### src/hdl/mbpl_pkg.sv
// Shared types and constants for the media box path locator.
// No dependencies; imported by every module of the block.
`default_nettype none

package mbpl_pkg;

  // Deepest search path supported by the design.
  localparam int unsigned PATH_DEPTH = 3;
  // Number of type registers in the configuration space.
  localparam int unsigned TYPE_REGS = 3;
  // Largest effective path length: the smaller of the two limits above.
  localparam logic [1:0] LEN_MAX =
    2'((PATH_DEPTH < TYPE_REGS) ? PATH_DEPTH : TYPE_REGS);

  // Box header size in bytes.
  localparam logic [31:0] HDR_BYTES = 32'd8;
  localparam logic [2:0]  HDR_LAST  = 3'd7;

  // Configuration register indexes.
  localparam logic [1:0] CFG_PATH_LENGTH = 2'd0;
  localparam logic [1:0] CFG_TYPE_FIRST  = 2'd1;
  localparam logic [1:0] CFG_TYPE_SECOND = 2'd2;
  localparam logic [1:0] CFG_TYPE_THIRD  = 2'd3;

  // Configuration reset values: a three-level path moov / udta / stem.
  localparam logic [1:0]  RST_PATH_LENGTH = 2'd3;
  localparam logic [31:0] RST_TYPE_FIRST  = 32'h6D6F6F76;
  localparam logic [31:0] RST_TYPE_SECOND = 32'h75647461;
  localparam logic [31:0] RST_TYPE_THIRD  = 32'h7374656D;

  // Result kinds.
  localparam logic [1:0] KIND_PAYLOAD   = 2'd0;
  localparam logic [1:0] KIND_NOT_FOUND = 2'd1;
  localparam logic [1:0] KIND_MALFORMED = 2'd2;

  // Search phase, one-hot.
  typedef enum logic [3:0] {
    PH_HEADER  = 4'b0001,
    PH_SKIP    = 4'b0010,
    PH_PAYLOAD = 4'b0100,
    PH_DONE    = 4'b1000
  } phase_t;

  // One input request.
  typedef struct packed {
    logic [7:0] data_byte;
    logic       end_of_file;
  } in_item_t;

  // One result request.
  typedef struct packed {
    logic [1:0]  result_kind;
    logic [7:0]  payload_byte;
    logic [31:0] payload_size;
    logic        payload_last;
  } result_t;

endpackage

`default_nettype wire

### src/hdl/media_box_path_locator_unit.sv
// Top level of the media box path locator: input register, search core and
// result register. Depends on mbpl_pkg, mbpl_in_reg, mbpl_core, mbpl_out_reg.
//
//   Channel  Direction  Handshake            Payload
//   in_      input      in_valid / in_stall  data_byte, end_of_file
//   out_     output     out_valid/out_stall  result_kind, payload_byte,
//                                            payload_size, payload_last
//   cfg_     input      cfg_valid/cfg_ready  cfg_index, cfg_data
//
// One byte is taken per cycle while out_stall does not back up the path; a
// result is registered in the result register after its byte has passed the
// input register and the search core.
// The search core updates its state once per byte, as the byte moves on
// from the input register.
// Reset is synchronous and active low; it restores the default path and
// starts a fresh search. The configuration port is always ready.
// While out_stall holds a result, one more byte is held in the input
// register, after which in_stall rises.
`default_nettype none

module media_box_path_locator_unit
  import mbpl_pkg::*;
(
  input  wire logic        clk,
  input  wire logic        rst_n,
  input  wire logic        in_valid,
  output logic             in_stall,
  input  wire logic [7:0]  in_data_byte,
  input  wire logic        in_end_of_file,
  output logic             out_valid,
  input  wire logic        out_stall,
  output logic [1:0]       out_result_kind,
  output logic [7:0]       out_payload_byte,
  output logic [31:0]      out_payload_size,
  output logic             out_payload_last,
  input  wire logic        cfg_valid,
  output logic             cfg_ready,
  input  wire logic [1:0]  cfg_index,
  input  wire logic [31:0] cfg_data
);

  in_item_t in_item, item;
  logic     item_vld, item_go, out_free, res_vld;
  result_t  res, out_res;

  assign in_item.data_byte   = in_data_byte;
  assign in_item.end_of_file = in_end_of_file;

  // A byte moves into the core when the result register can take its result.
  assign item_go   = item_vld && out_free;
  assign cfg_ready = 1'b1;

  mbpl_in_reg u_in_reg (
    .clk      (clk),
    .rst_n    (rst_n),
    .in_valid (in_valid),
    .in_stall (in_stall),
    .in_item  (in_item),
    .item_go  (item_go),
    .item_vld (item_vld),
    .item     (item)
  );

  mbpl_core u_core (
    .clk       (clk),
    .rst_n     (rst_n),
    .cfg_we    (cfg_valid && cfg_ready),
    .cfg_index (cfg_index),
    .cfg_data  (cfg_data),
    .item_go   (item_go),
    .item      (item),
    .res_vld   (res_vld),
    .res       (res)
  );

  mbpl_out_reg u_out_reg (
    .clk       (clk),
    .rst_n     (rst_n),
    .item_go   (item_go),
    .res_vld   (res_vld),
    .res       (res),
    .out_free  (out_free),
    .out_valid (out_valid),
    .out_stall (out_stall),
    .out_res   (out_res)
  );

  assign out_result_kind  = out_res.result_kind;
  assign out_payload_byte = out_res.payload_byte;
  assign out_payload_size = out_res.payload_size;
  assign out_payload_last = out_res.payload_last;

endmodule

`default_nettype wire

### src/hdl/mbpl_in_reg.sv
// Input register stage of the media box path locator.
// Depends on mbpl_pkg for the input request type.
`default_nettype none

module mbpl_in_reg
  import mbpl_pkg::*;
(
  input  wire logic     clk,
  input  wire logic     rst_n,
  input  wire logic     in_valid,
  output logic          in_stall,
  input  wire in_item_t in_item,
  input  wire logic     item_go,
  output logic          item_vld,
  output in_item_t      item
);

  logic     vld_r, vld_nxt;
  in_item_t item_r;
  logic     accept;

  // The register takes a new request when empty or when its request moves on.
  assign in_stall = vld_r && !item_go;
  assign accept   = in_valid && !in_stall;

  always_comb begin
    vld_nxt = vld_r;
    if (accept) begin
      vld_nxt = 1'b1;
    end else if (item_go) begin
      vld_nxt = 1'b0;
    end
  end

  always_ff @(posedge clk) begin
    if (!rst_n) begin
      vld_r <= 1'b0;
    end else begin
      vld_r <= vld_nxt;
    end
  end

  // Payload needs no reset.
  always_ff @(posedge clk) begin
    if (accept) begin
      item_r <= in_item;
    end
  end

  assign item_vld = vld_r;
  assign item     = item_r;

endmodule

`default_nettype wire

### src/hdl/mbpl_core.sv
// Box path search core: configuration registers, search state and the
// per-byte update. Depends on mbpl_pkg for types and constants.
`default_nettype none

module mbpl_core
  import mbpl_pkg::*;
(
  input  wire logic        clk,
  input  wire logic        rst_n,
  input  wire logic        cfg_we,
  input  wire logic [1:0]  cfg_index,
  input  wire logic [31:0] cfg_data,
  input  wire logic        item_go,
  input  wire in_item_t    item,
  output logic             res_vld,
  output result_t          res
);

  // Configuration registers.
  logic [1:0]  path_len_r;
  logic [31:0] type_first_r, type_second_r, type_third_r;

  // Search state.
  phase_t      phase_r, phase_nxt;
  logic [55:0] hdr_shift_r, hdr_shift_nxt;
  logic [2:0]  hdr_count_r, hdr_count_nxt;
  logic [31:0] skip_left_r, skip_left_nxt;
  logic [31:0] level_left_r, level_left_nxt;
  logic [1:0]  depth_r, depth_nxt;
  logic [31:0] pl_left_r, pl_left_nxt;
  logic [31:0] pl_total_r, pl_total_nxt;

  // Working signals of the byte update.
  logic [63:0] hdr_word;
  logic [31:0] box_len, box_type, body, lvl_dec, lvl_now, want_type;
  logic [1:0]  eff_len;
  logic        bounded, type_hit, last_level, fin;
  logic [1:0]  fin_kind;

  // Configuration writes; the port is always ready.
  always_ff @(posedge clk) begin
    if (!rst_n) begin
      path_len_r    <= RST_PATH_LENGTH;
      type_first_r  <= RST_TYPE_FIRST;
      type_second_r <= RST_TYPE_SECOND;
      type_third_r  <= RST_TYPE_THIRD;
    end else if (cfg_we) begin
      case (cfg_index)
        CFG_PATH_LENGTH: path_len_r    <= cfg_data[1:0];
        CFG_TYPE_FIRST:  type_first_r  <= cfg_data;
        CFG_TYPE_SECOND: type_second_r <= cfg_data;
        CFG_TYPE_THIRD:  type_third_r  <= cfg_data;
        default:         path_len_r    <= path_len_r;
      endcase
    end
  end

  // Path length clamped to the supported range, zero acting as one.
  always_comb begin
    if (path_len_r == 2'd0) begin
      eff_len = 2'd1;
    end else if (path_len_r > LEN_MAX) begin
      eff_len = LEN_MAX;
    end else begin
      eff_len = path_len_r;
    end
  end

  // Type wanted at the current depth.
  always_comb begin
    case (depth_r)
      2'd0:    want_type = type_first_r;
      2'd1:    want_type = type_second_r;
      2'd2:    want_type = type_third_r;
      default: want_type = type_first_r;
    endcase
  end

  assign hdr_word   = {hdr_shift_r, item.data_byte};
  assign box_len    = hdr_word[63:32];
  assign box_type   = hdr_word[31:0];
  assign body       = box_len - HDR_BYTES;
  assign bounded    = (depth_r != 2'd0);
  assign lvl_dec    = level_left_r - 32'd1;
  assign lvl_now    = bounded ? lvl_dec : level_left_r;
  assign type_hit   = (depth_r < eff_len) && (box_type == want_type);
  assign last_level = ({1'b0, depth_r} + 3'd1) >= {1'b0, eff_len};

  // Per-byte update of the search state and the result it gives.
  always_comb begin
    phase_nxt      = phase_r;
    hdr_shift_nxt  = hdr_shift_r;
    hdr_count_nxt  = hdr_count_r;
    skip_left_nxt  = skip_left_r;
    level_left_nxt = level_left_r;
    depth_nxt      = depth_r;
    pl_left_nxt    = pl_left_r;
    pl_total_nxt   = pl_total_r;
    res_vld        = 1'b0;
    res            = '0;
    fin            = 1'b0;
    fin_kind       = KIND_NOT_FOUND;

    case (phase_r)
      PH_HEADER: begin
        level_left_nxt = lvl_now;
        hdr_shift_nxt  = hdr_word[55:0];
        if (hdr_count_r != HDR_LAST) begin
          hdr_count_nxt = hdr_count_r + 3'd1;
          // The parent ran out inside this header.
          if (bounded && (lvl_dec == 32'd0)) begin
            fin      = 1'b1;
            fin_kind = KIND_MALFORMED;
          end
        end else begin
          hdr_count_nxt = 3'd0;
          if (box_len < HDR_BYTES) begin
            fin      = 1'b1;
            fin_kind = KIND_MALFORMED;
          end else if (bounded && (body > lvl_now)) begin
            // Child box larger than what remains of its parent.
            fin      = 1'b1;
            fin_kind = KIND_MALFORMED;
          end else if (type_hit) begin
            if (last_level) begin
              if (body == 32'd0) begin
                fin = 1'b1;
              end else begin
                pl_left_nxt  = body;
                pl_total_nxt = body;
                phase_nxt    = PH_PAYLOAD;
              end
            end else begin
              depth_nxt      = depth_r + 2'd1;
              level_left_nxt = body;
              if (body == 32'd0) begin
                fin = 1'b1;
              end
            end
          end else if (body != 32'd0) begin
            skip_left_nxt = body;
            phase_nxt     = PH_SKIP;
          end else if (bounded && (lvl_now == 32'd0)) begin
            fin = 1'b1;
          end
        end
      end
      PH_SKIP: begin
        if (skip_left_r != 32'd0) begin
          skip_left_nxt = skip_left_r - 32'd1;
        end
        if (bounded && (level_left_r != 32'd0)) begin
          level_left_nxt = lvl_dec;
        end
        if (skip_left_nxt == 32'd0) begin
          phase_nxt = PH_HEADER;
          // Parent exhausted without a match.
          if (bounded && (level_left_nxt == 32'd0)) begin
            fin = 1'b1;
          end
        end
      end
      PH_PAYLOAD: begin
        if (pl_left_r != 32'd0) begin
          pl_left_nxt = pl_left_r - 32'd1;
        end
        res_vld              = 1'b1;
        res.result_kind      = KIND_PAYLOAD;
        res.payload_byte     = item.data_byte;
        res.payload_size     = pl_total_r;
        res.payload_last     = (pl_left_nxt == 32'd0);
        if (pl_left_nxt == 32'd0) begin
          phase_nxt = PH_DONE;
        end
      end
      PH_DONE: begin
        phase_nxt = PH_DONE;
      end
      default: begin
        phase_nxt = PH_HEADER;
      end
    endcase

    // A terminal result ends the search until the end of the file.
    if (fin) begin
      res_vld         = 1'b1;
      res             = '0;
      res.result_kind = fin_kind;
      phase_nxt       = PH_DONE;
    end

    // End of file: an unfinished search reports not found, then restarts.
    if (item.end_of_file) begin
      if (phase_nxt != PH_DONE) begin
        res_vld         = 1'b1;
        res             = '0;
        res.result_kind = KIND_NOT_FOUND;
      end
      phase_nxt      = PH_HEADER;
      hdr_shift_nxt  = '0;
      hdr_count_nxt  = 3'd0;
      skip_left_nxt  = '0;
      level_left_nxt = '1;
      depth_nxt      = 2'd0;
      pl_left_nxt    = '0;
      pl_total_nxt   = '0;
    end
  end

  // Search control state.
  always_ff @(posedge clk) begin
    if (!rst_n) begin
      phase_r      <= PH_HEADER;
      hdr_count_r  <= 3'd0;
      skip_left_r  <= '0;
      level_left_r <= '1;
      depth_r      <= 2'd0;
      pl_left_r    <= '0;
    end else if (item_go) begin
      phase_r      <= phase_nxt;
      hdr_count_r  <= hdr_count_nxt;
      skip_left_r  <= skip_left_nxt;
      level_left_r <= level_left_nxt;
      depth_r      <= depth_nxt;
      pl_left_r    <= pl_left_nxt;
    end
  end

  // Header bytes and the size latch are payload and need no reset.
  always_ff @(posedge clk) begin
    if (item_go) begin
      hdr_shift_r <= hdr_shift_nxt;
      pl_total_r  <= pl_total_nxt;
    end
  end

endmodule

`default_nettype wire

### src/hdl/mbpl_out_reg.sv
// Result register stage of the media box path locator.
// Depends on mbpl_pkg for the result request type.
`default_nettype none

module mbpl_out_reg
  import mbpl_pkg::*;
(
  input  wire logic    clk,
  input  wire logic    rst_n,
  input  wire logic    item_go,
  input  wire logic    res_vld,
  input  wire result_t res,
  output logic         out_free,
  output logic         out_valid,
  input  wire logic    out_stall,
  output result_t      out_res
);

  logic    vld_r;
  result_t res_r;

  // The register may load when empty or when its request is taken now.
  assign out_free = !vld_r || !out_stall;

  always_ff @(posedge clk) begin
    if (!rst_n) begin
      vld_r <= 1'b0;
    end else if (out_free) begin
      vld_r <= item_go && res_vld;
    end
  end

  always_ff @(posedge clk) begin
    if (out_free && item_go && res_vld) begin
      res_r <= res;
    end
  end

  assign out_valid = vld_r;
  assign out_res   = res_r;

endmodule

`default_nettype wire

### config.mk
export PLATFORM = sky130hd
export DESIGN_NAME = media_box_path_locator_unit
export DESIGN_NICKNAME = d
export VERILOG_FILES = /design/src/hdl/mbpl_pkg.sv /design/src/hdl/media_box_path_locator_unit.sv /design/src/hdl/mbpl_in_reg.sv /design/src/hdl/mbpl_core.sv /design/src/hdl/mbpl_out_reg.sv
export SDC_FILE = /design/constraint.sdc
export NUM_CORES = 1
export LEC_CHECK = 0
export BUFFER_PORTS_ARGS = -buffer_cell sky130_fd_sc_hd__buf_2
export CORE_UTILIZATION = 40
export CTS_BUF_LIST = sky130_fd_sc_hd__clkbuf_16
export CTS_CLUSTER_SIZE = 8
export DETAILED_ROUTE_END_ITERATION = 8
export PLACE_DENSITY = 0.55
export SLEW_MARGIN = 40
export SYNTH_ARGS = -nofsm -noshare
export SYNTH_HDL_FRONTEND = slang
export SYNTH_SLANG_ARGS = --single-unit
### constraint.sdc
create_clock -name clk -period 11.4 [get_ports clk]
set_input_delay 3.42 -clock clk [delete_from_list [all_inputs] [get_ports clk]]
set_output_delay 3.42 -clock clk [all_outputs]
set_load 0.1 [all_outputs]
# ---- Yosys cells after proc, flatten, opt, wreduce, memory -nomap -nowiden
# Cells that the tools add are included.
dict set report word_totals {
  register_bits 345
  inputBits 48
  out_inout_bits 46
  elab_cells 185
}
dict set report op_classes {
  add_sub_neg 7
  order_cmp 5
  n_eq_ne 25
  n_mux 82
  reduce_logical 46
}
# operator n
set op_table {}
lappend op_table {{32-bit 2-to-1 mux} 27}
lappend op_table {{32-bit one-hot mux with 2 select lines} 4}
lappend op_table {{32-bit zero test} 6}
lappend op_table {{43-bit 2-to-1 mux} 3}
lappend op_table {{32-bit nonzero test} 4}
lappend op_table {{32-bit by 1-bit subtractor with 32-bit output, second input constant} 3}
lappend op_table {{56-bit 2-to-1 mux} 1}
lappend op_table {{4-bit 2-to-1 mux} 11}
lappend op_table {{41-bit 2-to-1 mux} 1}
lappend op_table {{32-bit equality test} 1}
lappend op_table {{32-bit > comparator} 1}
lappend op_table {{32-bit by 4-bit < comparator with 1-bit output, second input constant} 1}
lappend op_table {{32-bit by 4-bit subtractor with 32-bit output, second input constant} 1}
lappend op_table {{2-bit 2-to-1 mux} 14}
lappend op_table {{3-bit inequality test, second input constant} 6}
lappend op_table {{1-bit 2-to-1 mux} 16}
lappend op_table {{4-bit one-hot mux with 4 select lines} 1}
lappend op_table {{8-bit AND reduction} 2}
lappend op_table {{7-bit AND reduction} 2}
lappend op_table {{1-bit logical AND} 12}
lappend op_table {{2-bit AND reduction} 6}
lappend op_table {{2-bit inequality test, second input constant} 5}
lappend op_table {{2-bit nonzero test} 5}
lappend op_table {{3-bit 2-to-1 mux} 3}
lappend op_table {{other kinds (19)} 29}

# ---- Longest topological paths before layout
dict set report logic_depth {
  depth_word 16
  mapped_depth 23
  mapped_depth_nobuf 19
}

# ---- By module
# Synthesis repeated with hierarchy kept, for this count alone.
dict set report unflattened {
  hier_cells 2619
  area_unflattened_um2 21474.3
}
# module n_inst cells_per_inst area_per_inst_um2 seq_area_each_um2
set by_module_without_submodules {}
lappend by_module_without_submodules {mbpl_core 1 2555 19801.5 6706.4}
lappend by_module_without_submodules {mbpl_out_reg 1 48 1337.5 1311.3}
lappend by_module_without_submodules {mbpl_in_reg 1 13 317.8 290.3}
lappend by_module_without_submodules {media_box_path_locator_unit 1 3 17.5 0.0}

# ---- Least setup slack after synthesis
# Ideal clock, no wire load.
dict set report synth_path {
  kind {input port to output port}
  from {input out_stall}
  to {output in_stall}
  arrival_time_ns 4.231
  required_ns 7.980
  path_slack_ns 3.749
  stages 1
  n_path_buf 0
  cell_sequence {and3_1}
}
dict set report synth_between {
  elab_chain_cells 5
}
# item line
set synth_rtl {}
lappend synth_rtl {{from (decl)} media_box_path_locator_unit.sv:31} ;# input wire logic out_stall,
lappend synth_rtl {{1-bit zero test} mbpl_out_reg.sv:23} ;# assign out_free = !vld_r || !out_stall;
lappend synth_rtl {{1-bit logical OR} mbpl_out_reg.sv:23}
lappend synth_rtl {{1-bit logical AND} media_box_path_locator_unit.sv:50} ;# assign item_go = item_vld && out_free;
lappend synth_rtl {{1-bit zero test} mbpl_in_reg.sv:23} ;# assign in_stall = vld_r && !item_go;
lappend synth_rtl {{1-bit logical AND} mbpl_in_reg.sv:23}
lappend synth_rtl {{to (decl)} media_box_path_locator_unit.sv:27} ;# output logic in_stall,
# No other way between the ends.

# ---- Final worst setup path
# Same ends and word-level chain as after synthesis.

==> summary.txt <==
Outcome
  – Result of the run: completed

Finish
  – Antenna Cells: 0
  – Signed area change from the synthesized netlist to the final layout: 12.1%
  – Fraction of final layout cells with drive strength greater than 1: 0.107
  – Fin nets: 2557
  – Fill cell count: 5122

Routing
  – Wirelength per Cell: 24.0 um
  – Total via count in the routed design: 19.1k
  – Routed wire length: 76300 um
  – Via density per instance: 6.01
  – Remaining routing DRC violations: 0
  – Post-DRT Antenna Nets: 0
  – Drt first pass iters: 6
  – DR iter-0 viols: 2009

Setup path
  – Critical Path RT: 7.98 ns
  – Crit path max fanout: 3
  – Master of the slowest instance on the critical path: sky130_fd_sc_hd__buf_2
  – Delay-heaviest family, CP: buffers and inverters
  – Worst setup EP type: primary output
  – CP bufs+invs: 2
  – Classification of the worst setup path: in2out
  – Top cell by count, worst path: sky130_fd_sc_hd__buf_2
  – Data arrival time of the worst path: 4.15 ns
  – Worst setup SP type: primary input
  – Ordered cell list for the critical path: buf_2 -> and3_1 -> buf_2
  – Critical Path Max Stage Delay: 0.44 ns

Synthesis
  – Post-synthesis mux area share: 0.0140
  – Number of nets in the synthesized netlist: 2551
  – Synth warn: 0
  – Number of synthesized register bits: 345
  – Area fraction in compound gates after synthesis: 0.169
  – Cell area after technology mapping: 20900 um2
  – Arithmetic-cell share of the synthesized area counting full adders, half adders and majority gates: 0.0308
  – Number of standard cells after synthesis: 2453
  – Fraction of registers with async set or reset after synthesis: 0
  – Area share of and/or/nand/nor cells after synthesis: 0.280
  – Mean cell area of the mapped netlist: 8.52 um2
  – Sequential fraction of the synthesis area: 0.398
  – Count of flip-flops with a built-in enable after synthesis: 140
  – Count of different cell masters after synthesis: 94
  – Main combinational cell family by area after synthesis: simple AND/OR/NAND/NOR gates
  – Top_reg_cell synth: sky130_fd_sc_hd__dfxtp_1
  – Xor and xnor area share after synthesis: 0.0608

Placement
  – Hpwl dp: 53600 um
  – Final GP Congestion: 0.939
  – Number of I/O port buffers: 92

Timing
  – Final setup violation count: 0
  – Highest Clock Rate: 132 MHz
  – Pins Over Slew Limit: 0
  – Headroom to the max-slew limit: 0.418
  – Final worst path period need: 7.57 ns
  – Tcrit/Tclk final: 0.664
  – Total negative slack: 0 ns
  – Final Hold Viols: 0
  – Clock skew: 0.0161 ns
  – Setup repair after global routing missed its margin: false
  – Actual slew at the worst max-slew pin: 0.865 ns

GRT
  – Number of global-route vias before repair: 18.0k
  – GRT overflow: 0
  – Maximum number of pins on one net before global-route repair: 127
  – Global-route wire length before repair: 115000 um
  – Global-route usage over all layers: 0.285
  – Initial antenna violation count: 1

Clocking
  – H-tree depth: 2
  – Number of buffers inserted by post-CTS setup repair: 0
  – CTS sink cnt: 345
  – Clock tree from TritonCTS: yes
  – Number of hold buffers added after CTS: 0
  – Source-to-sink clock delay at the later pin of the worst-skew pair: 0.58 ns
  – Number of buffers on the longest clock path: 3
  – Post-CTS sizing: 0
  – Buffer type at the clock tree root: sky130_fd_sc_hd__clkbuf_16
  – Number of clock buffers inserted by TritonCTS: 49
  – Clock slew seen by the registers of the worst setup and hold paths: 0.05 ns

Job
  – Maximum capacitance violations: 0

Floorplanning
  – Die extent in y: 231 um
  – Number of cell rows: 83
  – Effective utilization at floorplan: 0.406
  – Horizontal die dimension: 231 um
  – Standard cell core area: 51500 um2
  – Io pins: 94
  – Overall die area: 53200 um2

Power
  – Total leakage power: 0.00892 uW
  – Largest vdd supply drop: 0.102 mV
  – PD cells: 131 nW/um2
  – Final total power: 3060 uW

Hold path
  – Class of the tightest hold or removal check: reg2reg
## report_power, final
part           switching [uW]  total (uW)  internal, uW
sequential               34.7        1360          1320
combinational             240         363           123
clock                     558        1340           784
total                     833        3060          2230
## Yosys cell counts (all sizes together), types with 6 or more instances
master / number / area share
nand2: 317 / 0.057
dfxtp: 205 / 0.20
nor2: 205 / 0.037
clkbuf: 151 / 0.027
edfxtp: 140 / 0.20
nand3: 110 / 0.026
a21oi: 99 / 0.024
xnor2: 93 / 0.039
nor3: 91 / 0.022
o21ai: 73 / 0.017
a21boi: 71 / 0.026
nor2b: 62 / 0.019
nor4: 61 / 0.020
and3: 58 / 0.017
inv: 54 / 0.0097
nand4: 52 / 0.016
xor2: 52 / 0.022
or3: 50 / 0.015
ha: 49 / 0.029
a22oi: 37 / 0.013
or4: 33 / 0.012
buf: 32 / 0.010
mux2i: 27 / 0.013
a2111oi: 25 / 0.011
a31o: 24 / 0.010
o31ai: 23 / 0.0089
and2: 19 / 0.0057
o21a: 17 / 0.0061
o211ai: 16 / 0.0057
a211oi: 15 / 0.0054
a31oi: 12 / 0.0036
nand2b: 12 / 0.0036
a21o: 11 / 0.0040
nor3b: 11 / 0.0042
and4: 10 / 0.0042
nand4b: 10 / 0.0042
nor4b: 9 / 0.0048
or2: 9 / 0.0027
nand3b: 8 / 0.0029
o22a: 7 / 0.0029
o311ai: 7 / 0.0029
or4b: 7 / 0.0034
o32ai: 6 / 0.0025
## through the flow
step           area (um2)  setup WS, ns   util  hold WS [ns]  cells
3_5_place_dp        22000          3.82  0.427         0.457   3088
2_1_floorplan       20900          3.75      -         0.432   2453
6_report            23400          3.83  0.455         0.461   3176
4_1_cts             23400          3.82  0.455         0.465   3176
5_1_grt             23400          3.79  0.455         0.482   3176
3_3_place_gp        21800          3.85  0.424         0.449   3086
## logic make-up (layout without fill, tap and decap cells)
logic type | count (synthesis) | in the layout
simple gates | 1141 | 1141
compound gates | 503 | 503
fa+ha+maj | 51 | 51
xor+xnor | 145 | 145
mux | 29 | 29
buf+inv | 238 | 281
flops | 345 | 345
other cells | 1 | 1
## worst paths after layout
check | start | endpoint | slack (ns) | cells past startpoint
hold / removal | u_core.type_third_r[4] | u_core.type_third_r[4] | 0.46 | 2
hold reg to reg | u_core.type_third_r[4] | u_core.type_third_r[4] | 0.46 | 2
setup reg to reg | u_core.hdr_shift_r[42] | u_core.pl_left_r[5] | 4.48 | 18
setup / recovery | out_stall | in_stall | 3.83 | 3
## registers in the layout (all words and copies together) (netlist names)
name / count
u_core.depth_r: 2
u_core.hdr_count_r: 3
u_core.hdr_shift_r: 56
u_core.level_left_r: 32
u_core.path_len_r: 2
u_core.phase_r: 4
u_core.pl_left_r: 32
u_core.pl_total_r: 32
u_core.skip_left_r: 32
u_core.type_first_r: 32
u_core.type_second_r: 32
u_core.type_third_r: 32
u_in_reg.item: 9
u_in_reg.item_vld: 1
u_out_reg.out_res: 43
u_out_reg.out_valid: 1
## worst register-to-register path, delay by kind of cell (launching register included)
family                   cells  cell delay, ns
AO/OA/AOI/OAI                3            0.37
XOR/XNOR                     1            0.66
adder cells (fa/ha/maj)      1            0.36
buffers and inverters        2            0.53
flip-flops                   1            0.52
AND/OR/NAND/NOR             11            4.40
## layout by cell type, fill, tap and decap left out, drive strengths merged, types with 12 or more instances in the layout
| cell | synthesis | layout |
|---|---|---|
| nand2 | 317 | 317 |
| dfxtp | 205 | 205 |
| nor2 | 205 | 205 |
| edfxtp | 140 | 140 |
| buf | 32 | 138 |
| nand3 | 110 | 110 |
| a21oi | 99 | 99 |
| xnor2 | 93 | 93 |
| nor3 | 91 | 91 |
| inv | 54 | 90 |
| o21ai | 73 | 73 |
| a21boi | 71 | 71 |
| nor2b | 62 | 62 |
| nor4 | 61 | 61 |
| and3 | 58 | 58 |
| nand4 | 52 | 52 |
| xor2 | 52 | 52 |
| or3 | 50 | 50 |
| clkbuf | 151 | 50 |
| ha | 49 | 49 |
| a22oi | 37 | 37 |
| or4 | 33 | 33 |
| mux2i | 27 | 27 |
| a2111oi | 25 | 25 |
| a31o | 24 | 24 |
| o31ai | 23 | 23 |
| and2 | 19 | 19 |
| o21a | 17 | 17 |
| o211ai | 16 | 16 |
| a211oi | 15 | 15 |
| nand2b | 12 | 12 |
| a31oi | 12 | 12 |
## per-layer routing
metal | routed length [um] | track usage | share of wire
met2 | 35700 | 0.466 | 0.47
met1 | 32300 | 0.373 | 0.42
met3 | 5120 | 0.0467 | 0.067
met4 | 3060 | 0.117 | 0.040
met5 | 10 | 0 | 0.00013
## cell type report
cell class / instances / area, um2 / area share
multi-input combinational: 1870 / 11800 / 0.503
sequential: 345 / 8310 / 0.355
clock buffer: 50 / 1250 / 0.0534
timing repair buffer: 138 / 852 / 0.0364
tap: 680 / 851 / 0.0363
inverter: 55 / 206 / 0.00881
clock inverter: 38 / 174 / 0.00742
Power figures use the tool's default switching activity.
